## config.mk

```make
export PLATFORM = sky130hd
export DESIGN_NAME = step_sequencer_sine_voice_core
export DESIGN_NICKNAME = d
export VERILOG_FILES = /design/src/ssv_pkg.sv /design/src/ssv_div.sv /design/src/step_sequencer_sine_voice_core.sv
export VERILOG_INCLUDE_DIRS = /design/src /design/src/src
export SDC_FILE = /design/constraint.sdc
export NUM_CORES = 2
export LEC_CHECK = 0
export ABC_CLOCK_PERIOD_IN_PS = 13900
export BUFFER_PORTS_ARGS = -buffer_cell sky130_fd_sc_hd__buf_2
export CAP_MARGIN = 15
export CELL_PAD_IN_SITES_DETAIL_PLACEMENT = 1
export CELL_PAD_IN_SITES_GLOBAL_PLACEMENT = 1
export CORE_AREA = 2 2 490 297
export DETAILED_ROUTE_END_ITERATION = 7
export DIE_AREA = 0 0 492 299
export PLACE_DENSITY = 0.82
export SLEW_MARGIN = 5
export SYNTH_ARGS = -nofsm -noshare
export SYNTH_HDL_FRONTEND = slang
export SYNTH_SLANG_ARGS = --single-unit
```

## constraint.sdc

```tcl
create_clock -name clk -period 13.9 [get_ports clk]
set_input_delay 2.78 -clock clk [delete_from_list [all_inputs] [get_ports clk]]
set_output_delay 2.78 -clock clk [all_outputs]
set_load 0.02 [all_outputs]
```

## src/step_sequencer_sine_voice_core_macros.svh

```systemverilog
// ----------------------------------------------------------------------------
// step sequencer sine voice assertion macros
// concurrent assertion helpers, compiled out with NO_ASSERTIONS
// ----------------------------------------------------------------------------
`ifndef STEP_SEQUENCER_SINE_VOICE_CORE_MACROS_SVH
`define STEP_SEQUENCER_SINE_VOICE_CORE_MACROS_SVH

`ifndef NO_ASSERTIONS
// property must hold at every rising clock edge outside reset
`define SSV_ASSERT(lbl, clk, rst_n, prop, msg) \
	lbl: assert property (@(posedge clk) disable iff (!rst_n) prop) else $error(msg);
// expression must never be true outside reset
`define SSV_NEVER(lbl, clk, rst_n, expr, msg) \
	lbl: assert property (@(posedge clk) disable iff (!rst_n) !(expr)) else $error(msg);
`else
`define SSV_ASSERT(lbl, clk, rst_n, prop, msg)
`define SSV_NEVER(lbl, clk, rst_n, expr, msg)
`endif

`endif

```

## src/ssv_pkg.sv

```systemverilog
// ----------------------------------------------------------------------------
// ssv_pkg
// shared types, tables and constants of the step sequencer sine voice
// ----------------------------------------------------------------------------
package ssv_pkg;

	localparam int STEP_COUNT_DEF = 16;
	localparam int SINE_DEPTH_DEF = 1024;

	// shared divider widths
	localparam int DIV_NW = 48;
	localparam int DIV_DW = 25;

	localparam int ADDR_W = 5;

	typedef struct packed {
		logic [31:0] sample_position;
		logic        playing;
	} in_item_t;

	typedef struct packed {
		logic signed [15:0] left_sample;
		logic signed [15:0] right_sample;
	} out_item_t;

	typedef struct packed {
		logic              start;
		logic [DIV_NW-1:0] num;
		logic [DIV_DW-1:0] den;
	} div_req_t;

	typedef struct packed {
		logic              busy;
		logic              done;
		logic [DIV_NW-1:0] quo;
		logic [DIV_DW-1:0] rem;
	} div_rsp_t;

	typedef enum logic [2:0] {
		REG_VOLUME      = 3'd0,
		REG_PAN         = 3'd1,
		REG_MUTE        = 3'd2,
		REG_ROOT_NOTE   = 3'd3,
		REG_VOICE_GAIN  = 3'd4,
		REG_STEP_MASK   = 3'd5,
		REG_SAMPLE_RATE = 3'd6
	} cfg_reg_t;

	typedef enum logic [3:0] {
		ST_IDLE,
		ST_POS_ST,
		ST_POS_WT,
		ST_STP_ST,
		ST_STP_WT,
		ST_INC_ST,
		ST_INC_WT,
		ST_ENV_ST,
		ST_ENV_WT,
		ST_MUL_ISS,
		ST_MUL_USE,
		ST_OUT
	} state_t;

	typedef enum logic [3:0] {
		OP_T2,
		OP_H3,
		OP_H2,
		OP_H1,
		OP_H0,
		OP_TR,
		OP_VG,
		OP_ENV,
		OP_GL,
		OP_GR,
		OP_OL,
		OP_OR
	} mul_op_t;

	// q30 taylor coefficients of sin(pi/2 * t)
	localparam logic [31:0] SINC0 = 32'd1686629713;
	localparam logic [31:0] SINC1 = 32'd693598668;
	localparam logic [31:0] SINC2 = 32'd85569306;
	localparam logic [31:0] SINC3 = 32'd5026996;
	localparam logic [31:0] SINC4 = 32'd172272;

	// q4.16 hertz of notes 0..11
	function automatic logic [19:0] freq0(input logic [3:0] semi);
		logic [19:0] f;
		case (semi)
			4'd0:    f = 20'd535809;
			4'd1:    f = 20'd567670;
			4'd2:    f = 20'd601425;
			4'd3:    f = 20'd637188;
			4'd4:    f = 20'd675077;
			4'd5:    f = 20'd715219;
			4'd6:    f = 20'd757749;
			4'd7:    f = 20'd802807;
			4'd8:    f = 20'd850544;
			4'd9:    f = 20'd901120;
			4'd10:   f = 20'd954703;
			default: f = 20'd1011473;
		endcase
		return f;
	endfunction

	function automatic logic [3:0] melody(input logic [2:0] idx);
		logic [3:0] m;
		case (idx)
			3'd0:    m = 4'd0;
			3'd1:    m = 4'd2;
			3'd2:    m = 4'd4;
			3'd3:    m = 4'd7;
			3'd4:    m = 4'd9;
			3'd5:    m = 4'd7;
			3'd6:    m = 4'd4;
			default: m = 4'd2;
		endcase
		return m;
	endfunction

endpackage

```

## src/ssv_div.sv

```systemverilog
// ----------------------------------------------------------------------------
// ssv_div
// restoring divider, one quotient bit per cycle
// ----------------------------------------------------------------------------
module ssv_div (
	input  logic             clk,
	input  logic             arst_n,
	input  ssv_pkg::div_req_t req,
	output ssv_pkg::div_rsp_t rsp
);
	import ssv_pkg::*;

	localparam int CW = $clog2(DIV_NW + 1);

	logic [DIV_NW-1:0] num_q;
	logic [DIV_DW-1:0] den_q;
	logic [DIV_DW-1:0] rem_q;
	logic [CW-1:0]     cnt_q;
	logic              busy_q;
	logic              done_q;
	logic [DIV_DW:0]   trial;
	logic [DIV_DW:0]   diff;
	logic              ge;

	assign trial = {rem_q, num_q[DIV_NW-1]};
	assign diff  = trial - {1'b0, den_q};
	assign ge    = !diff[DIV_DW];

	always_ff @(posedge clk or negedge arst_n) begin
		if (!arst_n) begin
			cnt_q  <= '0;
			busy_q <= 1'b0;
			done_q <= 1'b0;
		end else begin
			done_q <= 1'b0;
			if (req.start) begin
				cnt_q  <= CW'(DIV_NW);
				busy_q <= 1'b1;
			end else if (busy_q) begin
				cnt_q <= cnt_q - 1'b1;
				if (cnt_q == CW'(1)) begin
					busy_q <= 1'b0;
					done_q <= 1'b1;
				end
			end
		end
	end

	always_ff @(posedge clk) begin
		if (req.start) begin
			num_q <= req.num;
			den_q <= req.den;
			rem_q <= '0;
		end else if (busy_q) begin
			rem_q <= ge ? diff[DIV_DW-1:0] : trial[DIV_DW-1:0];
			num_q <= {num_q[DIV_NW-2:0], ge};
		end
	end

	assign rsp.busy = busy_q;
	assign rsp.done = done_q;
	assign rsp.quo  = num_q;
	assign rsp.rem  = rem_q;

endmodule

```

## src/step_sequencer_sine_voice_core.sv

```systemverilog
// ----------------------------------------------------------------------------
// step_sequencer_sine_voice_core
// sixteenth-note step sequencer driving a panned, decaying sine voice
// ----------------------------------------------------------------------------
// channel  | handshake           | payload
// in       | in_valid/in_ready   | in_item (sample_position, playing)
// out      | out_valid/out_ready | out_item (left_sample, right_sample)
// cfg      | apb psel/penable    | paddr/pwdata/prdata, 7 registers
//
// a sounding item makes four passes of the shared divider (position wrapped
// to the step pattern, step and in-step offset, phase increment, decay) and
// twelve passes of the shared 32x32 multiplier, each issued and then used; a
// stopped, muted or zero-rate item goes straight to the output, and a disabled
// or late step stops after the first two divider passes
// in_ready is high only in idle; one item is in flight at a time
// a finished item waits in the output register, the core returns to idle and
// takes the next item, holding its result until the register is free
// reset clears the configuration to defaults and the phase to zero
// SINE_TABLE_DEPTH must be a power of two
// ----------------------------------------------------------------------------
`include "step_sequencer_sine_voice_core_macros.svh"

module step_sequencer_sine_voice_core #(
	parameter int STEP_COUNT       = ssv_pkg::STEP_COUNT_DEF,
	parameter int SINE_TABLE_DEPTH = ssv_pkg::SINE_DEPTH_DEF
) (
	input  logic                       clk,
	input  logic                       arst_n,
	input  logic                       in_valid,
	output logic                       in_ready,
	input  ssv_pkg::in_item_t          in_item,
	output logic                       out_valid,
	input  logic                       out_ready,
	output ssv_pkg::out_item_t         out_item,
	input  logic                       psel,
	input  logic                       penable,
	input  logic                       pwrite,
	input  logic [ssv_pkg::ADDR_W-1:0] paddr,
	input  logic [31:0]                pwdata,
	output logic [31:0]                prdata,
	output logic                       pready
);
	import ssv_pkg::*;

	localparam int SW = (STEP_COUNT > 1) ? $clog2(STEP_COUNT) : 1;
	localparam int AW = $clog2(SINE_TABLE_DEPTH);
	localparam logic [31:0] PH_MASK = ~((32'd1 << (32 - AW)) - 32'd1);

	// configuration registers
	logic [14:0] volume_q;
	logic [15:0] pan_q;
	logic        mute_q;
	logic [6:0]  root_note_q;
	logic [14:0] voice_gain_q;
	logic [15:0] step_mask_q;
	logic [17:0] sample_rate_q;

	logic        cfg_wr;
	cfg_reg_t    cfg_idx;

	assign pready  = 1'b1;
	assign cfg_wr  = psel && penable && pwrite;
	assign cfg_idx = cfg_reg_t'(paddr[ADDR_W-1:2]);

	always_ff @(posedge clk or negedge arst_n) begin
		if (!arst_n) begin
			volume_q      <= 15'd13107;
			pan_q         <= 16'd0;
			mute_q        <= 1'b0;
			root_note_q   <= 7'd60;
			voice_gain_q  <= 15'd3277;
			step_mask_q   <= 16'd9513;
			sample_rate_q <= 18'd48000;
		end else if (cfg_wr) begin
			unique case (cfg_idx)
				REG_VOLUME:      volume_q      <= pwdata[14:0];
				REG_PAN:         pan_q         <= pwdata[15:0];
				REG_MUTE:        mute_q        <= pwdata[0];
				REG_ROOT_NOTE:   root_note_q   <= pwdata[6:0];
				REG_VOICE_GAIN:  voice_gain_q  <= pwdata[14:0];
				REG_STEP_MASK:   step_mask_q   <= pwdata[15:0];
				REG_SAMPLE_RATE: sample_rate_q <= pwdata[17:0];
				default: ;
			endcase
		end
	end

	always_comb begin
		unique case (cfg_idx)
			REG_VOLUME:      prdata = 32'(volume_q);
			REG_PAN:         prdata = 32'(pan_q);
			REG_MUTE:        prdata = 32'(mute_q);
			REG_ROOT_NOTE:   prdata = 32'(root_note_q);
			REG_VOICE_GAIN:  prdata = 32'(voice_gain_q);
			REG_STEP_MASK:   prdata = 32'(step_mask_q);
			REG_SAMPLE_RATE: prdata = 32'(sample_rate_q);
			default:         prdata = 32'd0;
		endcase
	end

	// sequencer and datapath registers
	state_t      state_q, state_d;
	mul_op_t     op_q;
	logic [31:0] pos_q;
	logic [24:0] wrap_q;
	logic [17:0] rem_q;
	logic [SW-1:0] step_q;
	logic [31:0] inc_q;
	logic [14:0] env_q;
	logic [31:0] phase_q;
	logic [31:0] t2_q;
	logic [31:0] acc_q;
	logic [31:0] gl_q;
	logic [31:0] gr_q;
	logic [15:0] left_q;
	logic [15:0] right_q;
	logic [63:0] mul_q;
	logic        sound_q;
	logic        out_valid_q;
	out_item_t   out_q;

	div_req_t    div_req;
	div_rsp_t    div_rsp;
	logic [31:0] mul_a, mul_b;

	ssv_div u_div (
		.clk    (clk),
		.arst_n (arst_n),
		.req    (div_req),
		.rsp    (div_rsp)
	);

	// first pass wraps 8*position to one pattern of steps, so the second
	// pass gives the step as quotient and the in-step offset as remainder
	logic [SW-1:0] stepv;
	logic [17:0]   remv;
	logic [24:0]   rem100, sr78, srn;
	logic          late, step_on;

	assign stepv   = div_rsp.quo[SW-1:0];
	assign remv    = div_rsp.rem[17:0];
	assign rem100  = 25'(rem_q) * 25'd100;
	assign sr78    = 25'(sample_rate_q) * 25'd78;
	assign srn     = 25'(sample_rate_q) * 25'(STEP_COUNT);
	assign late    = (25'(remv) * 25'd100) > sr78;
	assign step_on = (32'(stepv) < 32'd16) && step_mask_q[4'(stepv)] && !late;

	// note and frequency: octave by reciprocal 171/2048, exact below 144
	logic [7:0]  note;
	logic [3:0]  octave;
	logic [3:0]  semi;
	logic [31:0] freq;
	logic [15:0] note_x;

	assign note   = 8'(root_note_q) + 8'(melody(3'(step_q)));
	assign note_x = 16'(note) * 16'd171;
	assign octave = note_x[14:11];
	assign semi   = 4'(note - 8'(octave) * 8'd12);
	assign freq   = 32'(freq0(semi)) << octave;

	// pan gains inputs
	logic signed [16:0] pan_s, pan_c;
	logic [14:0]        lp, rp;

	assign pan_s = 17'(signed'(pan_q));
	always_comb begin
		if (pan_s > 17'sd16384)
			pan_c = 17'sd16384;
		else if (pan_s < -17'sd16384)
			pan_c = -17'sd16384;
		else
			pan_c = pan_s;
	end
	assign lp = 15'(17'sd16384 - (pan_c > 17'sd0 ? pan_c : 17'sd0));
	assign rp = 15'(17'sd16384 + (pan_c < 17'sd0 ? pan_c : 17'sd0));

	// quarter-wave argument from the quantized phase
	logic [31:0] ph_a;
	logic [31:0] t_arg;
	logic        neg;

	assign ph_a  = phase_q & PH_MASK;
	assign t_arg = ph_a[30] ? (32'h4000_0000 - {2'b00, ph_a[29:0]}) : {2'b00, ph_a[29:0]};
	assign neg   = ph_a[31];

	logic [63:0] rnd14;
	logic [31:0] hi30;
	logic [31:0] sine_r;

	assign rnd14  = (mul_q + 64'd8192) >> 14;
	assign hi30   = mul_q[61:30];
	assign sine_r = (hi30 + 32'd16384) >> 15;

	function automatic logic [15:0] sat16(input logic [63:0] mag, input logic ng);
		logic [16:0] m;
		if (ng) begin
			m = (mag > 64'd32768) ? 17'd32768 : 17'(mag);
			return 16'(17'h10000 - m);
		end
		m = (mag > 64'd32767) ? 17'd32767 : 17'(mag);
		return 16'(m);
	endfunction

	// next state
	always_comb begin
		state_d = state_q;
		unique case (state_q)
			ST_IDLE: begin
				if (in_valid) begin
					if (!in_item.playing || mute_q || sample_rate_q == 18'd0)
						state_d = ST_OUT;
					else
						state_d = ST_POS_ST;
				end
			end
			ST_POS_ST: state_d = ST_POS_WT;
			ST_POS_WT: if (div_rsp.done) state_d = ST_STP_ST;
			ST_STP_ST: state_d = ST_STP_WT;
			ST_STP_WT: begin
				if (div_rsp.done)
					state_d = step_on ? ST_INC_ST : ST_OUT;
			end
			ST_INC_ST: state_d = ST_INC_WT;
			ST_INC_WT: if (div_rsp.done) state_d = ST_ENV_ST;
			ST_ENV_ST: state_d = ST_ENV_WT;
			ST_ENV_WT: if (div_rsp.done) state_d = ST_MUL_ISS;
			ST_MUL_ISS: state_d = ST_MUL_USE;
			ST_MUL_USE: state_d = (op_q == OP_OR) ? ST_OUT : ST_MUL_ISS;
			ST_OUT: if (!out_valid_q || out_ready) state_d = ST_IDLE;
			default: state_d = ST_IDLE;
		endcase
	end

	// control outputs: handshake, divider request, multiplier operands
	always_comb begin
		in_ready    = (state_q == ST_IDLE);
		div_req     = '0;
		mul_a       = 32'd0;
		mul_b       = 32'd0;
		unique case (state_q)
			ST_POS_ST: begin
				div_req.start = 1'b1;
				div_req.num   = DIV_NW'({pos_q, 3'b000});
				div_req.den   = srn;
			end
			ST_STP_ST: begin
				div_req.start = 1'b1;
				div_req.num   = DIV_NW'(wrap_q);
				div_req.den   = DIV_DW'(sample_rate_q);
			end
			ST_INC_ST: begin
				div_req.start = 1'b1;
				div_req.num   = {freq, 16'd0};
				div_req.den   = DIV_DW'(sample_rate_q);
			end
			ST_ENV_ST: begin
				div_req.start = 1'b1;
				div_req.num   = DIV_NW'({sr78 - rem100, 14'd0});
				div_req.den   = sr78;
			end
			default: ;
		endcase
		case (op_q)
			OP_T2: begin
				mul_a = t_arg;
				mul_b = t_arg;
			end
			OP_H3: begin
				mul_a = t2_q;
				mul_b = SINC4;
			end
			OP_H2, OP_H1, OP_H0: begin
				mul_a = t2_q;
				mul_b = acc_q;
			end
			OP_TR: begin
				mul_a = t_arg;
				mul_b = acc_q;
			end
			OP_VG: begin
				mul_a = acc_q;
				mul_b = 32'(voice_gain_q);
			end
			OP_ENV: begin
				mul_a = acc_q;
				mul_b = 32'(env_q);
			end
			OP_GL: begin
				mul_a = 32'(volume_q);
				mul_b = 32'(lp);
			end
			OP_GR: begin
				mul_a = 32'(volume_q);
				mul_b = 32'(rp);
			end
			OP_OL: begin
				mul_a = acc_q;
				mul_b = gl_q;
			end
			OP_OR: begin
				mul_a = acc_q;
				mul_b = gr_q;
			end
			default: ;
		endcase
	end

	// control registers
	always_ff @(posedge clk or negedge arst_n) begin
		if (!arst_n) begin
			state_q     <= ST_IDLE;
			op_q        <= OP_T2;
			sound_q     <= 1'b0;
			out_valid_q <= 1'b0;
			phase_q     <= 32'd0;
		end else begin
			state_q <= state_d;
			// output register loads a new item or empties on a take
			if (state_q == ST_OUT && (!out_valid_q || out_ready))
				out_valid_q <= 1'b1;
			else if (out_ready)
				out_valid_q <= 1'b0;
			unique case (state_q)
				ST_IDLE:    if (in_valid) sound_q <= 1'b0;
				ST_INC_ST:  sound_q <= 1'b1;
				ST_ENV_WT:  op_q <= OP_T2;
				ST_MUL_USE: if (op_q != OP_OR) op_q <= mul_op_t'(op_q + 4'd1);
				ST_OUT: begin
					// phase advances only on a sounding item
					if ((!out_valid_q || out_ready) && sound_q)
						phase_q <= phase_q + inc_q;
				end
				default: ;
			endcase
		end
	end

	// datapath registers
	always_ff @(posedge clk) begin
		unique case (state_q)
			ST_IDLE: if (in_valid) pos_q <= in_item.sample_position;
			ST_POS_WT:  if (div_rsp.done) wrap_q <= div_rsp.rem;
			ST_STP_WT: begin
				if (div_rsp.done) begin
					step_q <= stepv;
					rem_q  <= remv;
				end
			end
			ST_INC_WT:  if (div_rsp.done) inc_q <= div_rsp.quo[31:0];
			ST_ENV_WT:  if (div_rsp.done) env_q <= div_rsp.quo[14:0];
			ST_MUL_ISS: mul_q <= 64'(mul_a) * 64'(mul_b);
			ST_MUL_USE: begin
				case (op_q)
					OP_T2:   t2_q  <= hi30;
					OP_H3:   acc_q <= SINC3 - hi30;
					OP_H2:   acc_q <= SINC2 - hi30;
					OP_H1:   acc_q <= SINC1 - hi30;
					OP_H0:   acc_q <= SINC0 - hi30;
					OP_TR:   acc_q <= (sine_r > 32'd32767) ? 32'd32767 : sine_r;
					OP_VG, OP_ENV: acc_q <= rnd14[31:0];
					OP_GL:   gl_q  <= rnd14[31:0];
					OP_GR:   gr_q  <= rnd14[31:0];
					OP_OL:   left_q  <= sat16(rnd14, neg);
					OP_OR:   right_q <= sat16(rnd14, neg);
					default: ;
				endcase
			end
			ST_OUT: begin
				if (!out_valid_q || out_ready) begin
					out_q.left_sample  <= sound_q ? left_q : 16'd0;
					out_q.right_sample <= sound_q ? right_q : 16'd0;
				end
			end
			default: ;
		endcase
	end

	assign out_valid = out_valid_q;
	assign out_item  = out_q;

	// phase holds outside the output state; it moves only when a sounding item is handed to the output register
	`SSV_ASSERT(a_phase_hold, clk, arst_n, (state_q != ST_OUT) |=> $stable(phase_q), "phase moved outside output load")
	// an accepted item takes the core out of idle
	`SSV_ASSERT(a_accept_busy, clk, arst_n, (in_valid && in_ready) |=> !in_ready, "core still idle after accept")
	// the divider is never restarted while it runs
	`SSV_NEVER(a_div_overlap, clk, arst_n, div_req.start && div_rsp.busy, "divider restarted while busy")

endmodule
```

==> metrics <==
status=completed; initial antenna violation count=25; CP required=14.30 ns; worst vdd ir=409 uV; LEAKAGE=0.0353 uW; Final Hold Fails=0; IO buf count=112; Via density=6.35; Hold Path Depth=0; CP peak stage delay=0.81 ns; largest net degree at the start of global routing=75; Tcrit/Tclk final=93.6%; power density over the cells=217 mW/mm2; Seq/Total Area, Yosys=23.4%; Horiz. Die Dim=492 um; DIE HEIGHT=299 um; Synth async-reset ratio=22.8%; Slew @ Worst Pin=1.47 ns; Post-Synthesis Cells=7888; final worst slack=0.893 ns; Vias=62500; DRC Markers=0; area fraction of the dominant cell type after synthesis=26.3%; later-pin clock latency in the skew report=0.67 ns; syn_area_per_cell=9.36 um2; final WL=295 mm; Reg clk slew, reported paths=0.07 ns; Setup Viol. Count Final=0; vias in the first global route=64900; Crit Path Max Fanout=17; Sink Count=604; Slew headroom=2.02%; flops & latches, synth=604; Hold WC Path Type=reg -> reg; Final min period=13.01 ns; area occupied by registers=0.0172 mm2; Place WS=1.38 ns; All-Layer GR Usage=39.9%; Initial Utilization=51.5%; CP Launch Type=flip-flop; # hold bufs at CTS=0; Inserted Clock Buffers=56; max cap viols=0; YS warnings=0; worst hold slack=0.464 ns; area leader, netlist=fa_1; CTS tree=done; first-pass GRT wire length=435 mm; H-tree Lvls=2; WP data arrival=13.41 ns; I/O pin count=144; Final ANT Viol Nets=0; Slew Limit Fails=0; Multi-input gate area=0.0501 mm2; number of flops mapped to enable cells by yosys=441; slowest stage cell, crit path=o21a_1; top-count cell post-synth=inv_1; CP Class=reg -> reg; average wire per standard cell=30.0 um; Synth Cell Area=0.0738 mm2; Final GP Congestion=1.03; Crit. End Element=flip-flop; most common library cells after synthesis=inv_1, nand2_1, fa_1; most numerous cell on the critical path=fa_1; clk buf depth=3; Clock Skew=0.0477 ns; largest cells by area after synthesis=fa_1, edfxtp_1, ha_1; layout cells sized above 1=7.77%; post-CTS resize count=0; fill count=16200; CTS root buf=clkbuf_16; Iteration-0 DRC Markers=8236; Site Rows=108; RSZ-0062 raised after global routing=no; Setup TNS Final=0 ns; post-CTS setup buffers=0; Fmax achieved=0.0769 GHz; count of unique library cells instantiated by Yosys=106; die area=0.147 mm2; Reg2Reg Depth=38; DP HPWL=236 mm; Overflow after GRT=0; Synth Flop Type=edfxtp_1; Area growth syn-to-layout=6.85%; Core ar.=0.143 mm2; final net count=9516; Pre-Repair DR Iteration Count=7
-- cells by family (layout without fill, tap and decap cells) --
logic type / Yosys count / count (layout) / synth area share, %
adders and majority gates: 1585 / 1585 / 36.7
other: 2 / 26 / 0.0102
muxes: 156 / 156 / 2.49
xor gates and xnor gates: 287 / 287 / 3.45
and+or+nand+nor: 2230 / 2230 / 13.5
DFF: 604 / 604 / 23.4
buffers and inverters: 1770 / 1771 / 9.16
AOI/OAI and AO/OA: 1254 / 1254 / 11.3
-- cell usage in the layout (no fill, tap or decap), types with 25 or more instances in the layout --
cell	instances
dfxtp_1	25
nor2_1	615
a221o_1	25
nand2b_1	71
ha_1	617
a22o_1	25
o21bai_1	29
a31oi_1	38
or2_2	30
a21oi_1	317
edfxtp_1	441
dfrtp_1	106
mux2_2	80
and2_1	111
nand2_1	966
buf_2	111
a222oi_1	33
nand4_1	52
mux2i_1	62
nor2b_1	46
and3_1	40
buf_4	161
inv_1	1386
a22oi_1	75
xnor2_1	196
nor3_1	75
nand3_1	94
o21a_1	25
fa_1	968
a21o_1	106
xor2_1	88
clkbuf_16	62
a221oi_1	49
o21ai_0	285
dfstp_2	32
or3_1	26
-- metrics by stage --
| stage | instance area, um2 | instances | utilization (%) | power [uW] |
|---|---|---|---|---|
| floorplan | 73800 | 7901 | - | 10200 |
| global placement | 76800 | 9716 | 53.6 | 14000 |
| detailed placement | 76800 | 9716 | 53.6 | 14600 |
| CTS | 78800 | 9822 | 55.0 | 16500 |
| global route | 78800 | 9832 | 55.0 | 18000 |
| finish | 78900 | 9838 | 55.1 | 17100 |
-- final timing paths --
check	to	slack, ns	start
setup / recovery	mul_q[61]$_DFFE_PN_	0.89	pan_q[2]$_DFFE_PN0P_
hold / removal	inc_q[17]$_DFFE_PP_	0.46	u_div.num_q[17]$_DFFE_PP_
min in group asynchronous	phase_q[26]$_DFFE_PN0P_	2.12	arst_n
hold reg to reg	inc_q[17]$_DFFE_PP_	0.46	u_div.num_q[17]$_DFFE_PP_
setup reg to reg	mul_q[61]$_DFFE_PN_	0.89	pan_q[2]$_DFFE_PN0P_
max in group asynchronous	pan_q[13]$_DFFE_PN0P_	10.20	arst_n
-- state kept, by name (all words and copies together) (netlist names), 32 cells and up --
register / cells
acc_q: 32
gl_q: 32
gr_q: 32
inc_q: 32
mul_q: 51
out_item: 32
phase_q: 32
pos_q: 32
t2_q: 32
u_div.num_q: 48
-- critical path: cells and delay by family (launching register included) --
kind            cells  cell delay (ns)
xor+xnor            1             0.18
buf+inv             5             0.53
flops               1             0.48
simple gates        7             2.04
compound gates     15             4.29
fa+ha+maj          10             5.18
-- report_power, final --
part	switching, uW	leakage [uW]	internal (uW)
logic	8410	0.0283	4120
clock network	790	0.000963	950
registers	491	0.00602	2340
total	9690	0.0353	7410
-- area by class of cell --
| type | count | area share (%) |
|---|---|---|
| Multi-Input combinational cell | 5527 | 63.6 |
| Sequential cell | 604 | 21.9 |
| Inverter | 1389 | 6.61 |
| Tap cell | 1925 | 3.05 |
| Timing Repair Buffer | 276 | 2.31 |
| Clock buffer | 79 | 2.14 |
| Clock inverter | 27 | 0.422 |
| Antenna cell | 11 | 0.0349 |
-- layer usage --
metal / global-route usage [%] / share of wire [%] / up-vias
li1: - / - / 25700
met1: 60.0 / 42 / 32200
met2: 52.3 / 38 / 4103
met3: 17.2 / 17 / 492
met4: 8.90 / 2.5 / 14
met5: 0 / 0.031 / -
No activity file was read; power rests on OpenSTA's default activity.
